===== src/design/tekd_pkg.sv =====
// ----------------------------------------------------------------------------
// tekd_pkg: shared types and constants for the terminal escape key decoder
// Byte codes, escape phase codes and the bundles passed between modules.
// ----------------------------------------------------------------------------
package tekd_pkg;

	localparam int unsigned ByteW  = 8;
	localparam int unsigned PhaseW = 3;
	localparam int unsigned CfgIdxW = 1;

	// Escape phase codes.
	localparam logic [PhaseW-1:0] PH_PLAIN   = 3'd0;
	localparam logic [PhaseW-1:0] PH_ESC     = 3'd1;
	localparam logic [PhaseW-1:0] PH_BRACKET = 3'd2;
	localparam logic [PhaseW-1:0] PH_DIGIT1  = 3'd3;
	localparam logic [PhaseW-1:0] PH_DIGIT2  = 3'd4;
	localparam logic [PhaseW-1:0] PH_CR      = 3'd5;

	// Configuration register indexes.
	localparam logic [CfgIdxW-1:0] CFG_END_KEY  = 1'd0;
	localparam logic [CfgIdxW-1:0] CFG_HOME_KEY = 1'd1;

	localparam logic [ByteW-1:0] END_KEY_RESET  = 8'd12;
	localparam logic [ByteW-1:0] HOME_KEY_RESET = 8'd11;

	// Byte codes.
	localparam logic [ByteW-1:0] BYTE_NUL   = 8'd0;
	localparam logic [ByteW-1:0] BYTE_BS    = 8'd8;
	localparam logic [ByteW-1:0] BYTE_LF    = 8'd10;
	localparam logic [ByteW-1:0] BYTE_CR    = 8'd13;
	localparam logic [ByteW-1:0] BYTE_ESC   = 8'd27;
	localparam logic [ByteW-1:0] BYTE_DEL   = 8'd127;
	localparam logic [ByteW-1:0] BYTE_LBRK  = 8'h5B;
	localparam logic [ByteW-1:0] BYTE_SS3   = 8'h4F;
	localparam logic [ByteW-1:0] BYTE_TILDE = 8'h7E;
	localparam logic [ByteW-1:0] BYTE_A     = 8'h41;
	localparam logic [ByteW-1:0] BYTE_D     = 8'h44;
	localparam logic [ByteW-1:0] BYTE_F     = 8'h46;
	localparam logic [ByteW-1:0] BYTE_H     = 8'h48;
	localparam logic [ByteW-1:0] BYTE_0     = 8'h30;
	localparam logic [ByteW-1:0] BYTE_1     = 8'h31;
	localparam logic [ByteW-1:0] BYTE_6     = 8'h36;
	localparam logic [ByteW-1:0] BYTE_9     = 8'h39;

	typedef struct packed {
		logic [PhaseW-1:0] phase;
		logic [ByteW-1:0]  digits;
	} tekd_state_t;

	typedef struct packed {
		logic [ByteW-1:0] end_code;
		logic [ByteW-1:0] home_code;
	} tekd_cfg_t;

	typedef struct packed {
		logic             is_extra;
		logic [ByteW-1:0] key_code;
	} tekd_key_t;

endpackage


===== src/design/tekd_rx_if.sv =====
// ----------------------------------------------------------------------------
// tekd_rx_if: received byte channel
// Valid/ready channel carrying one terminal byte per item.
// ----------------------------------------------------------------------------
interface tekd_rx_if;
	logic       valid;
	logic       ready;
	logic [7:0] rx_byte;

	modport source (output valid, output rx_byte, input ready);
	modport sink (input valid, input rx_byte, output ready);
endinterface


===== src/design/tekd_key_if.sv =====
// ----------------------------------------------------------------------------
// tekd_key_if: decoded key channel
// Valid/ready channel carrying one decoded key per item.
// ----------------------------------------------------------------------------
interface tekd_key_if;
	logic       valid;
	logic       ready;
	logic       is_extra;
	logic [7:0] key_code;

	modport source (output valid, output is_extra, output key_code, input ready);
	modport sink (input valid, input is_extra, input key_code, output ready);
endinterface


===== src/design/tekd_cfg.sv =====
// ----------------------------------------------------------------------------
// tekd_cfg: configuration registers
// Holds the END and HOME key codes, written through a plain write port.
// ----------------------------------------------------------------------------
module tekd_cfg
	import tekd_pkg::*;
(
	input  logic               clk,
	input  logic               arst_n,
	input  logic               we,
	input  logic [CfgIdxW-1:0] index,
	input  logic [ByteW-1:0]   data,
	output tekd_cfg_t          cfg
);

	logic [ByteW-1:0] end_code_q;
	logic [ByteW-1:0] home_code_q;

	always_ff @(posedge clk or negedge arst_n) begin
		if (!arst_n) begin
			end_code_q  <= END_KEY_RESET;
			home_code_q <= HOME_KEY_RESET;
		end else if (we) begin
			case (index)
				CFG_END_KEY:  end_code_q  <= data;
				CFG_HOME_KEY: home_code_q <= data;
				default: begin
				end
			endcase
		end
	end

	assign cfg.end_code  = end_code_q;
	assign cfg.home_code = home_code_q;

endmodule


===== src/design/tekd_decode.sv =====
// ----------------------------------------------------------------------------
// tekd_decode: escape sequence decode logic
// Maps one byte and the current escape state to a key and the next state.
// ----------------------------------------------------------------------------
module tekd_decode
	import tekd_pkg::*;
(
	input  logic [ByteW-1:0] rx_byte,
	input  tekd_state_t      cur,
	input  tekd_cfg_t        cfg,
	output tekd_state_t      nxt,
	output tekd_key_t        key
);

	logic [ByteW-1:0] digit_val;

	assign digit_val = rx_byte - BYTE_0;

	always_comb begin
		nxt          = cur;
		key.is_extra = 1'b0;
		key.key_code = BYTE_NUL;
		if (rx_byte == BYTE_NUL) begin
			// Empty item: nothing changes.
		end else if (rx_byte == BYTE_DEL) begin
			key.key_code = BYTE_BS;
		end else if (rx_byte == BYTE_ESC) begin
			nxt.phase = PH_ESC;
		end else begin
			case (cur.phase)
				PH_BRACKET: begin
					if (rx_byte inside {[BYTE_A:BYTE_D]}) begin
						nxt.phase    = PH_PLAIN;
						key.is_extra = 1'b1;
						key.key_code = rx_byte - BYTE_A + 8'd1;
					end else if (rx_byte == BYTE_F) begin
						nxt.phase    = PH_PLAIN;
						key.is_extra = 1'b1;
						key.key_code = cfg.end_code;
					end else if (rx_byte == BYTE_H) begin
						nxt.phase    = PH_PLAIN;
						key.is_extra = 1'b1;
						key.key_code = cfg.home_code;
					end else if (rx_byte inside {[BYTE_1:BYTE_6]}) begin
						nxt.phase  = PH_DIGIT1;
						nxt.digits = digit_val;
					end else begin
						// Unknown byte passes through; the bracket phase is kept.
						key.key_code = rx_byte;
					end
				end
				PH_DIGIT1: begin
					if (rx_byte == BYTE_TILDE) begin
						nxt.phase    = PH_PLAIN;
						key.is_extra = 1'b1;
						key.key_code = cur.digits + 8'd4;
					end else if (rx_byte inside {[BYTE_0:BYTE_9]}) begin
						nxt.phase  = PH_DIGIT2;
						nxt.digits = {cur.digits[3:0], digit_val[3:0]};
					end else begin
						nxt.phase = PH_PLAIN;
					end
				end
				PH_DIGIT2: begin
					nxt.phase = PH_PLAIN;
					if (rx_byte == BYTE_TILDE) begin
						key.is_extra = 1'b1;
						key.key_code = cur.digits;
					end
				end
				default: begin
					// Plain, after ESC, after CR and the unused codes.
					if (cur.phase == PH_ESC && (rx_byte == BYTE_LBRK || rx_byte == BYTE_SS3)) begin
						nxt.phase = PH_BRACKET;
					end else if (rx_byte == BYTE_CR) begin
						nxt.phase    = PH_CR;
						key.key_code = BYTE_LF;
					end else if (rx_byte == BYTE_LF && cur.phase == PH_CR) begin
						nxt.phase = PH_PLAIN;
					end else begin
						nxt.phase    = PH_PLAIN;
						key.key_code = rx_byte;
					end
				end
			endcase
		end
	end

endmodule


===== src/design/terminal_escape_key_decoder.sv =====
// ----------------------------------------------------------------------------
// terminal_escape_key_decoder: terminal byte to key code decoder
// Turns a stream of terminal bytes into plain characters and special keys.
// ----------------------------------------------------------------------------
//
//   Channel | Direction | Payload                 | Handshake
//   --------+-----------+-------------------------+------------------------
//   rx      | in        | rx_byte[7:0]            | valid && ready
//   key     | out       | is_extra, key_code[7:0] | valid && ready
//   cfg     | in        | cfg_index, cfg_data     | cfg_we (no back-pressure)
//
// Every item gives exactly one key item, passing through the input register
// and then the result register. One item is accepted per cycle while the key
// channel does not stall; the single decode stage between the input register
// and the result register also updates the escape state. A stall on the key
// channel propagates back to rx ready in the same cycle, so no item is lost.
// Reset returns the escape state to plain, clears both valid flags and loads
// the END and HOME codes with their defaults.
//
module terminal_escape_key_decoder
	import tekd_pkg::*;
(
	input  logic               clk,
	input  logic               arst_n,
	tekd_rx_if.sink            rx,
	tekd_key_if.source         key,
	input  logic               cfg_we,
	input  logic [CfgIdxW-1:0] cfg_index,
	input  logic [ByteW-1:0]   cfg_data
);

	// Input register stage.
	logic             valid_s1;
	logic [ByteW-1:0] byte_s1;

	// Result register.
	logic             out_valid_q;
	tekd_key_t        out_key_q;

	// Escape state, updated when the stage-1 item moves into the result register.
	tekd_state_t      state_q;

	tekd_cfg_t        cfg;
	tekd_state_t      state_nxt;
	tekd_key_t        key_nxt;
	logic             out_load;
	logic             s1_load;

	// The result register can take a new item when it is empty or being drained.
	assign out_load = !out_valid_q || key.ready;
	assign s1_load  = !valid_s1 || out_load;
	assign rx.ready = s1_load;

	tekd_cfg u_cfg (
		.clk    (clk),
		.arst_n (arst_n),
		.we     (cfg_we),
		.index  (cfg_index),
		.data   (cfg_data),
		.cfg    (cfg)
	);

	tekd_decode u_decode (
		.rx_byte (byte_s1),
		.cur     (state_q),
		.cfg     (cfg),
		.nxt     (state_nxt),
		.key     (key_nxt)
	);

	always_ff @(posedge clk or negedge arst_n) begin
		if (!arst_n) begin
			valid_s1 <= 1'b0;
		end else if (s1_load) begin
			valid_s1 <= rx.valid;
		end
	end

	always_ff @(posedge clk) begin
		if (s1_load && rx.valid) begin
			byte_s1 <= rx.rx_byte;
		end
	end

	always_ff @(posedge clk or negedge arst_n) begin
		if (!arst_n) begin
			out_valid_q <= 1'b0;
			state_q     <= '{phase: PH_PLAIN, digits: '0};
		end else if (out_load) begin
			out_valid_q <= valid_s1;
			if (valid_s1) begin
				state_q <= state_nxt;
			end
		end
	end

	always_ff @(posedge clk) begin
		if (out_load && valid_s1) begin
			out_key_q <= key_nxt;
		end
	end

	assign key.valid    = out_valid_q;
	assign key.is_extra = out_key_q.is_extra;
	assign key.key_code = out_key_q.key_code;

`ifndef SYNTHESIS
	// Collected digits are never zero while a digit sequence is open.
	a_digits_nonzero: assert property (@(posedge clk) disable iff (!arst_n)
		(state_q.phase == PH_DIGIT1 || state_q.phase == PH_DIGIT2) |-> state_q.digits != '0)
		else $error("digit sequence open with zero digits");

	// After one digit only the values one to six can be held.
	a_digit1_range: assert property (@(posedge clk) disable iff (!arst_n)
		state_q.phase == PH_DIGIT1 |-> (state_q.digits >= 8'd1 && state_q.digits <= 8'd6))
		else $error("single digit out of range");

	// An empty byte leaves the escape state untouched.
	a_nul_keeps_state: assert property (@(posedge clk) disable iff (!arst_n)
		(valid_s1 && out_load && byte_s1 == BYTE_NUL) |=> $stable(state_q))
		else $error("empty byte changed the escape state");

	// A stage-1 item moving on always shows up as a result.
	a_item_reaches_out: assert property (@(posedge clk) disable iff (!arst_n)
		(valid_s1 && out_load) |=> out_valid_q)
		else $error("item lost between stages");
`endif

endmodule


===== src/flat_wrapper.sv =====
// flat-port wrapper written by rule: the top's interface ports become plain ports
module terminal_escape_key_decoder_flat import tekd_pkg::*;
  (clk, arst_n, cfg_we, cfg_index, cfg_data, rx_valid, rx_rx_byte, rx_ready, key_valid, key_is_extra, key_key_code, key_ready);
  tekd_rx_if rx_i ();
  tekd_key_if key_i ();
  input  logic clk;
  input  logic arst_n;
  input  logic cfg_we;
  input  logic [CfgIdxW-1:0] cfg_index;
  input  logic [ByteW-1:0] cfg_data;
  input wire logic [$bits(rx_i.valid)-1:0] rx_valid;
  input wire logic [$bits(rx_i.rx_byte)-1:0] rx_rx_byte;
  output wire logic [$bits(rx_i.ready)-1:0] rx_ready;
  output wire logic [$bits(key_i.valid)-1:0] key_valid;
  output wire logic [$bits(key_i.is_extra)-1:0] key_is_extra;
  output wire logic [$bits(key_i.key_code)-1:0] key_key_code;
  input wire logic [$bits(key_i.ready)-1:0] key_ready;
  assign rx_i.valid = rx_valid;
  assign rx_i.rx_byte = rx_rx_byte;
  assign rx_ready = rx_i.ready;
  assign key_valid = key_i.valid;
  assign key_is_extra = key_i.is_extra;
  assign key_key_code = key_i.key_code;
  assign key_i.ready = key_ready;
  terminal_escape_key_decoder u_core (.clk(clk), .arst_n(arst_n), .rx(rx_i), .key(key_i), .cfg_we(cfg_we), .cfg_index(cfg_index), .cfg_data(cfg_data));
endmodule

===== config.mk =====
export PLATFORM = sky130hd
export DESIGN_NAME = terminal_escape_key_decoder_flat
export DESIGN_NICKNAME = d
export VERILOG_FILES = /design/src/design/tekd_pkg.sv /design/src/design/tekd_rx_if.sv /design/src/design/tekd_key_if.sv /design/src/design/tekd_cfg.sv /design/src/design/tekd_decode.sv /design/src/design/terminal_escape_key_decoder.sv /design/src/flat_wrapper.sv
export SDC_FILE = /design/constraint.sdc
export NUM_CORES = 1
export LEC_CHECK = 0
export ABC_AREA = 1
export BUFFER_PORTS_ARGS = -buffer_cell sky130_fd_sc_hd__buf_2
export CAP_MARGIN = 10
export CORE_UTILIZATION = 35
export CTS_CLUSTER_SIZE = 20
export DETAILED_ROUTE_END_ITERATION = 10
export PLACE_DENSITY = 0.63
export SETUP_SLACK_MARGIN = 0.1
export SYNTH_ARGS = -nofsm -noshare
export SYNTH_HDL_FRONTEND = slang
export SYNTH_SLANG_ARGS = --single-unit
export TNS_END_PERCENT = 50

===== constraint.sdc =====
create_clock -name clk -period 4.91 [get_ports clk]
set_input_delay 0.491 -clock clk [delete_from_list [all_inputs] [get_ports clk]]
set_output_delay 0.491 -clock clk [all_outputs]
set_load 0.005 [all_outputs]

==> key figures <==
Global routing
  • Largest net degree at the start of global routing: 30
  • First-pass GRT wire length: 11.9 mm
  • Vias in the first global route: 2371
  • Total Routing Usage GR: 17.7%
  • Initial antenna violation count: 0
  • Gr ovfl total: 0

Power
  • Maximum VDD drop: 0.136 mV
  • Reg power frac: 51.2%
  • Total Power: 1070 uW
  • Int Power: 685 uW
  • Sw Share: 36.2%
  • PD cells: 324 nW/um2
  • Net switching power: 388 uW
  • P_leak: 0.00162 uW
  • Logic pwr share: 27.2%
  • Clock group share of total power: 21.6%

Clocking
  • H-tree depth: 2
  • Hold buffer count at cts: 0
  • Post-CTS setup buffer count: 0
  • CTS Buf Count: 5
  • Root Driver: clkbuf_8
  • CTS max path bufs: 2
  • Clock sinks: 46
  • Clk_lat worst skew: 0.30 ns
  • Post-CTS resize count: 0
  • CTS tree: yes
  • Clk slew on worst S/H paths: 0.09 ns

Yosys
  • Post-Syn Instances: 389
  • Syn_nets: 419
  • Synthesized flop and latch total: 46
  • Syn Std Cell Area: 2970 um2
  • Register area share after synthesis: 41.8%
  • Syn_area_per_cell: 7.65 um2
  • Syn. warnings: 0
  • Unique cell type count in the Yosys netlist: 38

Worst setup path
  • CP Class: reg2reg
  • Crit-path max FO: 13
  • Type of origin of the critical path: flop
  • Req. time, crit path: 4.97 ns
  • Critical path capture point type: flop
  • Arrival @ worst endpoint: 2.57 ns

Final layout
  • Antenna diodes: 0
  • Total Nets Final: 452
  • Core Util, Final: 40.3%
  • Fraction of layout cells with a size suffix above 1: 18.0%
  • Final instance area: 3310 um2
  • Layout area overhead: 11.4%

Place
  • DP Area: 3230 um2
  • Placer Congestion: 0.906
  • Port bufs: 32
  • Post-DP HPWL: 5.68 mm

Floorplan
  • Chip width: 94.2 um
  • Chip height: 94.2 um
  • Initial Utilization: 36.2%
  • Io pins: 33
  • Core box area: 8220 um2
  • Core Rows: 33
  • Die footprint: 8870 um2

Min path
  • Hold Crit Class: in2async

Drt
  • DRC: 0
  • DR vias: 2588
  • First-pass iteration count of the detailed router: 4
  • Average wire per standard cell: 14.0 um
  • Post-route ant nets: 0
  • Via-to-Cell Ratio: 4.90
  • 1st-iter DRT viols: 244
  • Routed WL: 7.37 mm

Timing
  • Final period utilization: 51.1%
  • Worst Hold Margin: 0.211 ns
  • RSZ-0062 raised after global routing: false
  • Slew @ Worst Pin: 0.954 ns
  • Final setup fails: 0
  • Final Hold Fails: 0
  • Slew margin rel.: 36.1%
  • Max Fclk: 0.399 GHz
  • Fin crit period: 2.51 ns
  • Max Slew Vio Count: 0
  • Clk_skew: 0.00529 ns
  • Setup TNS Final: 0 ns

Status
  • Status: finished, final reports clean

Flow run
  • # Max-Cap Violations: 0
metal layers:
metal | global-route usage [%] | wire length [um] | vias to the layer above
li1 | - | - | 1331
met1 | 25.0 | 3440 | 1177
met2 | 28.4 | 3450 | 76
met3 | 2.91 | 438 | 4
met4 | 3.33 | 38 | 0
met5 | 0 | 0 | -
stage by stage:
stage          cells  setup WS [ns]
6_report         528           2.40
3_3_place_gp     520           2.46
2_1_floorplan    389           2.97
4_1_cts          528           2.43
5_1_grt          528           2.20
3_5_place_dp     520           2.43
registers in the layout, summed over array words and instances, names as in the netlist:
name	count
u_core.key.valid	1
u_core.u_cfg.end_code_q	8
u_core.key.is_extra	1
u_core.u_cfg.home_code_q	8
u_core.key.key_code	8
u_core.state_q	11
u_core.valid_s1	1
u_core.byte_s1	8
critical path, stage by stage (launching register included):
cell and delay (ns):
edfxtp_1 0.53, inv_1 0.18, ha_1 0.26, nand2_1 0.10
inv_1 0.14, nand3_2 0.24, nand2_2 0.19, inv_2 0.07
nand2_1 0.09, nand2_1 0.07, nand2_1 0.07, nand2_1 0.06
nand2_1 0.10, nand2_1 0.07, nand2_1 0.06, nand2_1 0.05
layout by cell type, fill, tap and decap left out, types with 6 or more instances in the layout:
| cell | n |
|---|---|
| inv_1 | 45 |
| nand4_1 | 13 |
| dfrtp_1 | 24 |
| inv_2 | 10 |
| nor2_1 | 24 |
| nand2_1 | 131 |
| nand2_2 | 6 |
| nand3_1 | 23 |
| a21oi_1 | 8 |
| o21ai_0 | 30 |
| ha_1 | 8 |
| buf_2 | 32 |
| edfxtp_1 | 17 |
synthesized netlist by cell type, drive strengths merged:
cell type / instances / area share, %
nand2: 138 / 18
inv: 55 / 6.9
o21ai: 34 / 6.5
nor2: 30 / 5.4
nand3: 27 / 5.7
dfrtp: 24 / 20
edfxtp: 17 / 17
nand4: 13 / 2.7
a21oi: 9 / 1.9
ha: 8 / 3.4
dfstp: 5 / 4.4
buf: 4 / 1.1
o211ai: 4 / 1.0
a22oi: 3 / 0.76
nor3: 3 / 0.50
clkbuf: 2 / 0.25
nor4: 2 / 0.63
o22ai: 2 / 0.42
xnor2: 2 / 0.59
xor2: 2 / 0.59
a211oi: 1 / 0.25
a31oi: 1 / 0.21
nand3b: 1 / 0.67
o21a: 1 / 0.25
o31ai: 1 / 0.25
cells by family after synthesis:
logic type / share of synthesized area (%)
simple gates: 33.9
buf+inv: 8.29
compound gates: 11.5
flops: 41.8
fa+ha+maj: 3.37
xor+xnor: 1.18
final cells by class:
type / count / area (um2)
sequential: 46 / 1240
inverter: 55 / 206
tap: 105 / 131
timing repair buffer: 32 / 160
clock inverter: 2 / 13.8
clock buffer: 6 / 72.6
multi-input combinational: 282 / 1490
fill: 878 / 4900
power by group through the flow:
stage               Clock (uW)  Combinational (uW)  Sequential (uW)
finish                     232                 292              550
floorplan                    0                 212              535
global placement             0                 286              555
global route               254                 333              557
detailed placement           0                 291              557
CTS                        239                 293              549
path summary, 6_finish.rpt:
kind / start / to / slack, ns / cells past startpoint
worst max-delay path: u_core.byte_s1[7] / u_core.key.key_code[5] / 2.40 / 15
worst min-delay path: arst_n / u_core.state_q[10] / 0.21 / 1
worst max register to register: u_core.byte_s1[7] / u_core.key.key_code[5] / 2.40 / 15
worst min register to register: u_core.state_q[7] / u_core.state_q[7] / 0.48 / 2
max in group asynchronous: arst_n / u_core.state_q[7] / 4.25 / 1
min in group clk: rx_rx_byte[2] / u_core.byte_s1[2] / 0.36 / 1
No activity file was read; power rests on OpenSTA's default activity.
